File: src/design/ckmd_pkg.sv
// Shared types, constants and helpers for the chroma key matte / despill pipeline.
// No dependencies.
`default_nettype none
package ckmd_pkg;

    localparam int FB = 15;
    localparam logic [15:0] ONE = 16'd32768;
    localparam logic [16:0] THREE_ONE = 17'd98304;
    localparam logic [15:0] ALPHA_THRESH = 16'((32768 + 99) / 100);
    localparam logic [31:0] RECIP3 = 32'hAAAA_AAAB;

    localparam logic [1:0] KEY_BLUE   = 2'd1;
    localparam logic [1:0] KEY_CUSTOM = 2'd2;

    localparam logic [2:0] REG_KEY_SELECT   = 3'd0;
    localparam logic [2:0] REG_INVERT       = 3'd1;
    localparam logic [2:0] REG_CUSTOM_KEY   = 3'd2;
    localparam logic [2:0] REG_SIMILARITY   = 3'd3;
    localparam logic [2:0] REG_SOFTNESS     = 3'd4;
    localparam logic [2:0] REG_EDGE_SHRINK  = 3'd5;
    localparam logic [2:0] REG_DESPILL      = 3'd6;
    localparam logic [2:0] REG_BALANCE      = 3'd7;

    localparam int FRONT_LAT = 5;
    localparam int SQRT_LAT  = 8;
    localparam int DIV_LAT   = 6;
    localparam int BACK_LAT  = 5;
    localparam int TOTAL_LAT = FRONT_LAT + SQRT_LAT + DIV_LAT + BACK_LAT;

    typedef struct packed {
        logic [15:0] r;
        logic [15:0] g;
        logic [15:0] b;
        logic [15:0] a;
    } pix_t;

    typedef struct packed {
        logic [1:0]  key_sel;
        logic        invert;
        logic [15:0] key_r;
        logic [15:0] key_g;
        logic [15:0] key_b;
        logic [15:0] sim;
        logic [15:0] ramp;
        logic [16:0] shrink;
        logic [15:0] despill;
        logic [15:0] balance;
    } cfg_t;

    function automatic logic [15:0] sat_one(input logic [16:0] v);
        return (v > {1'b0, ONE}) ? ONE : v[15:0];
    endfunction

endpackage
`default_nettype wire

File: src/design/ckmd_div.sv
// Ramp position: (d - sim) / soft saturated to 1.0, restoring division three bits per stage.
// Depends on ckmd_pkg.
`default_nettype none
module ckmd_div (
    input  wire logic               clk,
    input  wire logic               rst_n,
    input  wire logic               in_valid,
    input  wire logic [15:0]        in_dist,
    input  wire ckmd_pkg::pix_t     in_pix,
    input  wire ckmd_pkg::cfg_t     cfg,
    output logic                    out_valid,
    output logic [15:0]             out_t,
    output ckmd_pkg::pix_t          out_pix
);
    localparam int NS = ckmd_pkg::DIV_LAT - 1;
    localparam int BPS = 15 / NS;

    logic [15:0] diff;

    logic           v_reg    [0:NS];
    logic [15:0]    rem_reg  [0:NS];
    logic [14:0]    quo_reg  [0:NS];
    logic           zero_reg [0:NS];
    logic           full_reg [0:NS];
    ckmd_pkg::pix_t pix_reg  [0:NS];

    assign diff = in_dist - cfg.sim;

    always_ff @(posedge clk or negedge rst_n)
    begin
        if (!rst_n)
            v_reg[0] <= 1'b0;
        else
            v_reg[0] <= in_valid;
    end

    always_ff @(posedge clk)
    begin
        zero_reg[0] <= (in_dist <= cfg.sim);
        full_reg[0] <= (in_dist > cfg.sim) && (diff >= cfg.ramp);
        rem_reg[0]  <= diff;
        quo_reg[0]  <= '0;
        pix_reg[0]  <= in_pix;
    end

    for (genvar s = 0; s < NS; s++)
    begin : g_stage
        logic [15:0] rem_nx;
        logic [14:0] quo_nx;

        always_comb
        begin
            logic [16:0] wide;
            rem_nx = rem_reg[s];
            quo_nx = quo_reg[s];
            for (int k = 0; k < BPS; k++)
            begin
                wide = {rem_nx, 1'b0};
                if (wide >= {1'b0, cfg.ramp})
                begin
                    wide   = wide - {1'b0, cfg.ramp};
                    quo_nx = {quo_nx[13:0], 1'b1};
                end
                else
                    quo_nx = {quo_nx[13:0], 1'b0};
                rem_nx = wide[15:0];
            end
        end

        always_ff @(posedge clk or negedge rst_n)
        begin
            if (!rst_n)
                v_reg[s+1] <= 1'b0;
            else
                v_reg[s+1] <= v_reg[s];
        end

        always_ff @(posedge clk)
        begin
            rem_reg[s+1]  <= rem_nx;
            quo_reg[s+1]  <= quo_nx;
            zero_reg[s+1] <= zero_reg[s];
            full_reg[s+1] <= full_reg[s];
            pix_reg[s+1]  <= pix_reg[s];
        end
    end

    assign out_valid = v_reg[NS];
    assign out_pix   = pix_reg[NS];
    assign out_t     = zero_reg[NS] ? '0 :
                       full_reg[NS] ? ckmd_pkg::ONE : {1'b0, quo_reg[NS]};

endmodule
`default_nettype wire

File: config.mk
export PLATFORM = sky130hd
export DESIGN_NAME = ckmd_div
export DESIGN_NICKNAME = d
export VERILOG_FILES = /design/src/design/ckmd_pkg.sv /design/src/design/ckmd_div.sv
export SDC_FILE = /design/constraint.sdc
export NUM_CORES = 1
export LEC_CHECK = 0
export ABC_AREA = 1
export BUFFER_PORTS_ARGS = -buffer_cell sky130_fd_sc_hd__buf_2
export CORE_MARGIN = 3
export CORE_UTILIZATION = 55
export DETAILED_ROUTE_END_ITERATION = 7
export GPL_TIMING_DRIVEN = 0
export PLACE_DENSITY = 0.75
export SLEW_MARGIN = 20
export SYNTH_ARGS = -nofsm -noshare
export SYNTH_HDL_FRONTEND = slang
export SYNTH_SLANG_ARGS = --single-unit
export TNS_END_PERCENT = 30
File: constraint.sdc
create_clock -name clk -period 14.8 [get_ports clk]
set_input_delay 2.96 -clock clk [delete_from_list [all_inputs] [get_ports clk]]
set_output_delay 2.96 -clock clk [all_outputs]
set_load 0.02 [all_outputs]
# Yosys cells after proc, flatten, opt, wreduce, memory -nomap -nowiden
# Memories as Yosys holds them, arrays and structs flattened.
# Cells that the tools add are included.
# word_totals
ff_bits	6
wordCells	78
memories	5
in_bits	215
mem_bits_rw	582
out_inout_bits	81
# memory_table
memory	words	word_bits	read_ports	rd_clocked_by_memory_dff	write_ports	line_no	rtl
pix_reg	6	64	6	0	6	ckmd_div.sv:25	ckmd_pkg::pix_t pix_reg [0:NS];
rem_reg	6	16	5	0	6	ckmd_div.sv:21	logic [15:0] rem_reg [0:NS];
quo_reg	6	15	6	0	6	ckmd_div.sv:22	logic [14:0] quo_reg [0:NS];
full_reg	6	1	6	0	6	ckmd_div.sv:24	logic full_reg [0:NS];
zero_reg	6	1	6	0	6	ckmd_div.sv:23	logic zero_reg [0:NS];
# op_classes
addsub	16
n_mux	32
magnitude_cmp	18
reduce_logical	1
# ops
operator	n
2-to-1 mux 16 bit	17
subtractor 16 bit	16
>= comparator 17 x 16 -> 1 bit	15
>= comparator 16 bit	1
> comparator 16 bit	1
less-or-equal comparator 16 bit	1
2-to-1 mux 1 bit	15
logical AND 1 bit	1

# Depth between registers and ports, before layout
# Gate-level depths: netlist of the first run.
# An unclocked memory read counts as a cell.
# depth
depth_word	7
ltp_mapped	44
depth_no_buf	42

# Least setup slack after synthesis of the first run
# No wires, ideal clock.
# synth_timing
path_type	in2reg
startpoint	input port cfg[50] in the netlist's numbering
endpoint	memory rem_reg[3][12]
path_slack_ns	6.708
t_arrival_ns	7.979
required_ns	14.688
path_stages	41
cell_sequence	inv_1 -> ha_1 -> ha_1 -> nand2_1 -> nor2_1 -> nand3_1 -> nor2_1 -> nor2_1 -> nand2_4 -> inv_4 -> buf_4 -> nand2_1 -> o21ai_0 -> inv_1 -> ha_1 -> a21oi_1 -> nand2_1 -> nand2_1 -> [... 5 more ...] -> buf_4 -> nand2_1 -> inv_1 -> nor2_1 -> ha_1 -> nand2_1 -> inv_1 -> nand2_1 -> nand2_1 -> nand2_1 -> nand3_2 -> a21oi_1 -> nor2_1 -> nor3_2 -> nand3_2 -> buf_4 -> nand2_1 -> nand2_1
# synth_rtl
element	line_no	rtl
start, declared	ckmd_div.sv:10	input wire ckmd_pkg::cfg_t cfg,
end, declared	ckmd_div.sv:21	

==> impl_metrics.json, run 1 <==
{
  "die_area_mm2": 0.0500,
  "yosys.area.top_type_share": 0.400,
  "post_cts_buffers": 0,
  "slew_violations": 0,
  "cts.sinks": 527,
  "gr-total-overflow": 0,
  "grt_max_degree": 22,
  "grt_pass1_vias": 20600,
  "cts_tree": "built",
  "vias": 22100,
  "mostFrequentLayoutCell": "nand2_1",
  "initial_utilization": 0.559,
  "core_area_mm2": 0.0467,
  "antenna_found_initial": 1,
  "cts_root_buf": "clkbuf_16",
  "netlist_instances": 3325,
  "synth_ff_type": "dfxtp_1",
  "synth_edf_count": 0,
  "ctsResizeCount": 0,
  "rsz0062_at_grt": "no",
  "synth_nets": 3808,
  "synthTopCellsByArea": "dfxtp_1, nand2_1, ha_1, inv_1, a21oi_1",
  "ys_warn_count": 0,
  "slowest_delay_ps": 850,
  "synth_area_per_cell_um2": 7.84,
  "grt_pass1_wl_mm": 104,
  "mostFrequentLayoutCells": "nand2_1, dfxtp_1, inv_1",
  "postRouteAntennaNets": 0,
  "synthArstFlopShare": 0.0114,
  "clock_skew_ps": 28.7,
  "via_per_inst": 5.23,
  "cts_buffers": 52,
  "fmaxAchievable_mhz": 107,
  "fin_util": 0.634,
  "fin_area_mm2": 0.0296,
  "remaining_drc_errors": 0,
  "path_class": "in2reg",
  "place_area_mm2": 0.0278,
  "io_pins": 296,
  "seq_area_frac_synth": 0.406,
  "period_needed_ps": 9390,
  "drt-initial-drc-count": 1761,
  "gp_congestion": 0.961,
  "num-nets-final": 4057,
  "clockBufferDepth": 3,
  "hold_viol": 0,
  "clkTransAtPathRegs_ps": 60,
  "synth_top_cell_by_area": "dfxtp_1",
  "setup_viol": 0,
  "cp_max_fo": 16,
  "period_share": 0.634,
  "end_kind": "flop",
  "wl_per_cell_um": 15.8,
  "final_layout_size_suffix_gt1_frac": 0.111,
  "clock_latency_ps": 600,
  "dr.pass1.iters": 6,
  "critPathRequiredTime_ps": 15270,
  "placedCellCount": 4127,
  "yosys.cell_types.count": 56,
  "wirelength_mm": 66.9,
  "tightest_slew_ps": 1200,
  "largest_reg_flops": 384,
  "layout.cells.non_filler": 4223,
  "setup_tns_ps": 0,
  "relSlewSlack": 0.199,
  "hold_buffers": 0,
  "grt_use_total": 0.260,
  "synth_area_mm2": 0.0261,
  "worstSetupStartpointType": "primary input",
  "dp_hpwl_mm": 49.9,
  "die_x_um": 224,
  "drv_cap": 0,
  "fp.dieH_um": 224,
  "area_growth_pct": 13.5,
  "h-tree-depth": 2,
  "status": "completed",
  "critPathArrivalTime_ps": 9860,
  "port_buffers": 195,
  "hold_path.class": "reg2reg",
  "crit_top_cell": "nand2_1",
  "rows": 79,
  "ys_seq_elements": 527,
  "fill_cells": 4146,
  "cp_slowest_cell": "inv_1"
}
-- Yosys cell counts (16+ instances only) --
cell and count:
nand2_1 991, dfxtp_1 521, inv_1 320, ha_1 262, a21oi_1 218, nor2_1 205, nand3_1 168, o21ai_0 141
xor2_1 93, xnor2_1 90, nor3_1 30, nand4_1 29, o21ai_1 21, a21o_1 17, o21bai_1 17, a31oi_1 16
nand3b_1 16
-- metrics by stage --
| step | hold WS (ps) | setup slack (ps) |
|---|---|---|
| floorplan | 310 | 6710 |
| global placement | 310 | 4960 |
| detailed placement | 312 | 5030 |
| CTS | 314 | 5630 |
| global route | 321 | 4960 |
| finish | 307 | 5410 |
-- layout make-up --
class                      count  area, um2  area share
multi-input combinational   2431      13900       0.472
sequential                   527      10600       0.358
clock buffer                  69       1480      0.0499
inverter                     325       1220      0.0414
timing repair buffer         195        976      0.0330
tap                          607        759      0.0257
buffer                        42        313      0.0106
clock inverter                26        300      0.0102
antenna                        1       2.50   0.0000846
-- worst max-delay path: cells and delay by family --
kind            cells  cell delay (ps)
simple gates       17             2050
fa+ha+maj           3             1150
buf+inv             6             1780
compound gates      9             1870
-- path summary, 6_finish.rpt --
check,start,endpoint,slack [ps],cells after the start
worst max-delay path,cfg[56],rem_reg[2][14],5410,35
worst max register to register,rem_reg[1][6],rem_reg[2][14],8520,33
worst min-delay path,pix_reg[1][44],pix_reg[2][44],310,0
worst min register to register,pix_reg[1][44],pix_reg[2][44],310,0
min in group asynchronous,rst_n,v_reg[5],2180,1
max in group asynchronous,rst_n,v_reg[3],12480,1
-- per-layer routing --
layer | up-vias | routed length, um | global-route usage
met5 | - | 0 | 0
met3 | 163 | 4550 | 0.0455
met2 | 705 | 30800 | 0.438
li1 | 11300 | - | -
met1 | 9886 | 28800 | 0.335
met4 | 0 | 2680 | 0.103
-- kinds of logic after synthesis --
| kind of cell | share of synthesized area |
|---|---|
| and+or+nand+nor | 0.246 |
| buffers and inverters | 0.0590 |
| xor gates and xnor gates | 0.0615 |
| adders and majority gates | 0.130 |
| DFF | 0.406 |
| AOI/OAI and AO/OA | 0.0973 |
Power of run 1 is left out: the tool's default activity adds up to more than one toggle a clock period on the data nets, which glitch-free logic cannot reach.
==> run 2, diff against run 1 <==
ABC_AREA = 0   (was 1)
clock period = 9.8 ns   (was 14.8 ns; I/O delays follow)
==> run 2 against run 1 <==
Compared with the run above: synthesized cell count down 29%; worst setup slack worse by 5100 ps; count of clock-buffer cells in the layout up 1; worst hold slack worse by 15 ps; via count down 17%; area after synthesis down 7.6%; cell count down 23%; die area down 7.4%; sequential cell count unchanged.
==> impl_metrics.json, run 2 <==
{
  "synthArstFlopShare": 0.0114,
  "path_class": "in2reg",
  "antenna_found_initial": 1,
  "wirelength_mm": 59.7,
  "core_area_mm2": 0.0432,
  "cp_slowest_cell": "fa_1",
  "wl_per_cell_um": 18.3,
  "tightest_slew_ps": 1150,
  "die_area_mm2": 0.0463,
  "mostFrequentLayoutCell": "dfxtp_1",
  "ys_warn_count": 0,
  "grt_use_total": 0.248,
  "gr-total-overflow": 0,
  "status": "completed",
  "fill_cells": 3515,
  "hold_viol": 0,
  "grt_max_degree": 20,
  "cts_tree": "built",
  "synth_nets": 2847,
  "period_needed_ps": 9460,
  "yosys.area.top_type_share": 0.433,
  "worstSetupStartpointType": "primary input",
  "dr.pass1.iters": 7,
  "rows": 76,
  "num-nets-final": 3128,
  "hold_buffers": 0,
  "cp_max_fo": 18,
  "yosys.cell_types.count": 83,
  "startpoint": "cfg[49]",
  "clkTransAtPathRegs_ps": 70,
  "clock_skew_ps": 44.7,
  "synth_top_cell_by_area": "dfxtp_1",
  "fmaxAchievable_mhz": 106,
  "via_per_inst": 5.61,
  "grt_pass1_vias": 18200,
  "period_share": 0.966,
  "initial_utilization": 0.558,
  "port_buffers": 195,
  "hold_path.class": "reg2reg",
  "clock_latency_ps": 620,
  "r2r_start": "rem_reg[3][8]",
  "seq_area_frac_synth": 0.439,
  "r2r_slack_ps": 1940,
  "slowest_delay_ps": 470,
  "postRouteAntennaNets": 0,
  "synthTopCellsByCount": "dfxtp_1, ha_1, a21oi_1",
  "fin_area_mm2": 0.0279,
  "end_kind": "flop",
  "relSlewSlack": 0.230,
  "fp.dieH_um": 215,
  "largest_reg_flops": 384,
  "mostFrequentLayoutCells": "dfxtp_1, ha_1, buf_2",
  "r2r_end": "rem_reg[4][1]",
  "layout.cells.non_filler": 3266,
  "crit_top_cell": "o21ai_1",
  "setup_viol": 0,
  "remaining_drc_errors": 0,
  "endpoint": "rem_reg[2][8]",
  "io_pins": 296,
  "cts_root_buf": "clkbuf_16",
  "yosysMostFrequentCell": "dfxtp_1",
  "drv_cap": 0,
  "placedCellCount": 3144,
  "area_growth_pct": 15.9,
  "critPathArrivalTime_ps": 9920,
  "drt-initial-drc-count": 1227,
  "synth_ff_type": "dfxtp_1",
  "dp_hpwl_mm": 42.4,
  "worst_r2r_path_depth": 32,
  "slew_violations": 0,
  "netlist_instances": 2364,
  "synthTopCellsByArea": "dfxtp_1, ha_1, xnor2_1, mux2_2, a21oi_1",
  "synth_area_mm2": 0.0241,
  "place_area_mm2": 0.0258,
  "final_layout_size_suffix_gt1_frac": 0.183,
  "cts.sinks": 527,
  "synth_edf_count": 0,
  "h-tree-depth": 2,
  "cts_buffers": 51,
  "critPathRequiredTime_ps": 10250,
  "grt_pass1_wl_mm": 92.7,
  "synth_area_per_cell_um2": 10.2,
  "die_x_um": 215,
  "gp_congestion": 0.961,
  "ys_seq_elements": 527,
  "vias": 18300,
  "clockBufferDepth": 3
}
-- run 2: cell types whose count changed in the layout (fill, tap and decap cells not counted), sizes merged, moves of 38 or more --
cell,previous run,this run
nand2,1007,112
o21ai,162,121
nor2,218,171
mux2,0,126
a21o,17,91
xnor2,90,130
inv,331,90
nand3,182,24
nor2b,0,38
-- run 2: area by class of cell --
type	count	area, um2	share of cell area
multi-input combinational	1708	13000	0.467
sequential	527	10600	0.379
clock buffer	70	1470	0.0526
timing repair buffer	229	1250	0.0447
tap	585	732	0.0262
inverter	93	383	0.0137
clock inverter	18	241	0.00865
buffer	34	215	0.00771
timing repair inverter	1	5.00	0.000179
antenna	1	2.50	0.0000897
-- run 2: how the worst min path moves through the flow --
stage / startpoint / to / slack (ps) / depth (start not counted)
2_1_floorplan: full_reg[0] / full_reg[1] / 310 / 0
3_3_place_gp: pix_reg[2][48] / pix_reg[3][48] / 310 / 0
3_5_place_dp: pix_reg[0][25] / pix_reg[1][25] / 310 / 0
4_1_cts: quo_reg[4][7] / quo_reg[5][10] / 290 / 0
5_1_grt: quo_reg[4][7] / quo_reg[5][10] / 300 / 0
6_report: quo_reg[4][7] / quo_reg[5][10] / 290 / 0
-- run 2: cell families after synthesis --
kind of cell,count (synthesis),share of synthesized area
flops,527,0.439
mux,136,0.0645
compound gates,594,0.159
fa+ha+maj,268,0.141
simple gates,524,0.106
buf+inv,129,0.0226
xor+xnor,186,0.0676
-- run 2: stage by stage --
| stage | setup TNS [ps] | hold WS [ps] | utilization | setup slack [ps] |
|---|---|---|---|---|
| global placement | -58460 | 310 | 0.598 | -1220 |
| floorplan | 0 | 310 | - | 482 |
| CTS | 0 | 291 | 0.640 | 77.0 |
| finish | 0 | 292 | 0.647 | 337 |
| detailed placement | -65830 | 312 | 0.598 | -1350 |
| global route | -97.3 | 304 | 0.646 | -47.6 |
-- run 2: critical path: cells and delay by family --
family	cells	cell delay [ps]
AOI/OAI and AO/OA	18	3640
adders and majority gates	3	1180
muxes	3	1060
xor gates and xnor gates	1	130
and+or+nand+nor	3	700
buffers and inverters	6	1220
-- run 2: metal layers --
metal | track usage | share of wire | up-vias
li1 | - | - | 9015
met1 | 0.296 | 0.41 | 8543
met2 | 0.431 | 0.48 | 569
met3 | 0.0386 | 0.054 | 189
met4 | 0.132 | 0.051 | 0
met5 | 0 | 0 | -
-- run 2: what timing repair did --
item | CTS | global route
pin swaps | 0 | 2
endpoints found under the setup margin | 58 | 65
buffers inserted | 12 | 22
cloned | 1 | 0
resized for setup | 7 | 40
Power of run 2 is left out for the same reason.
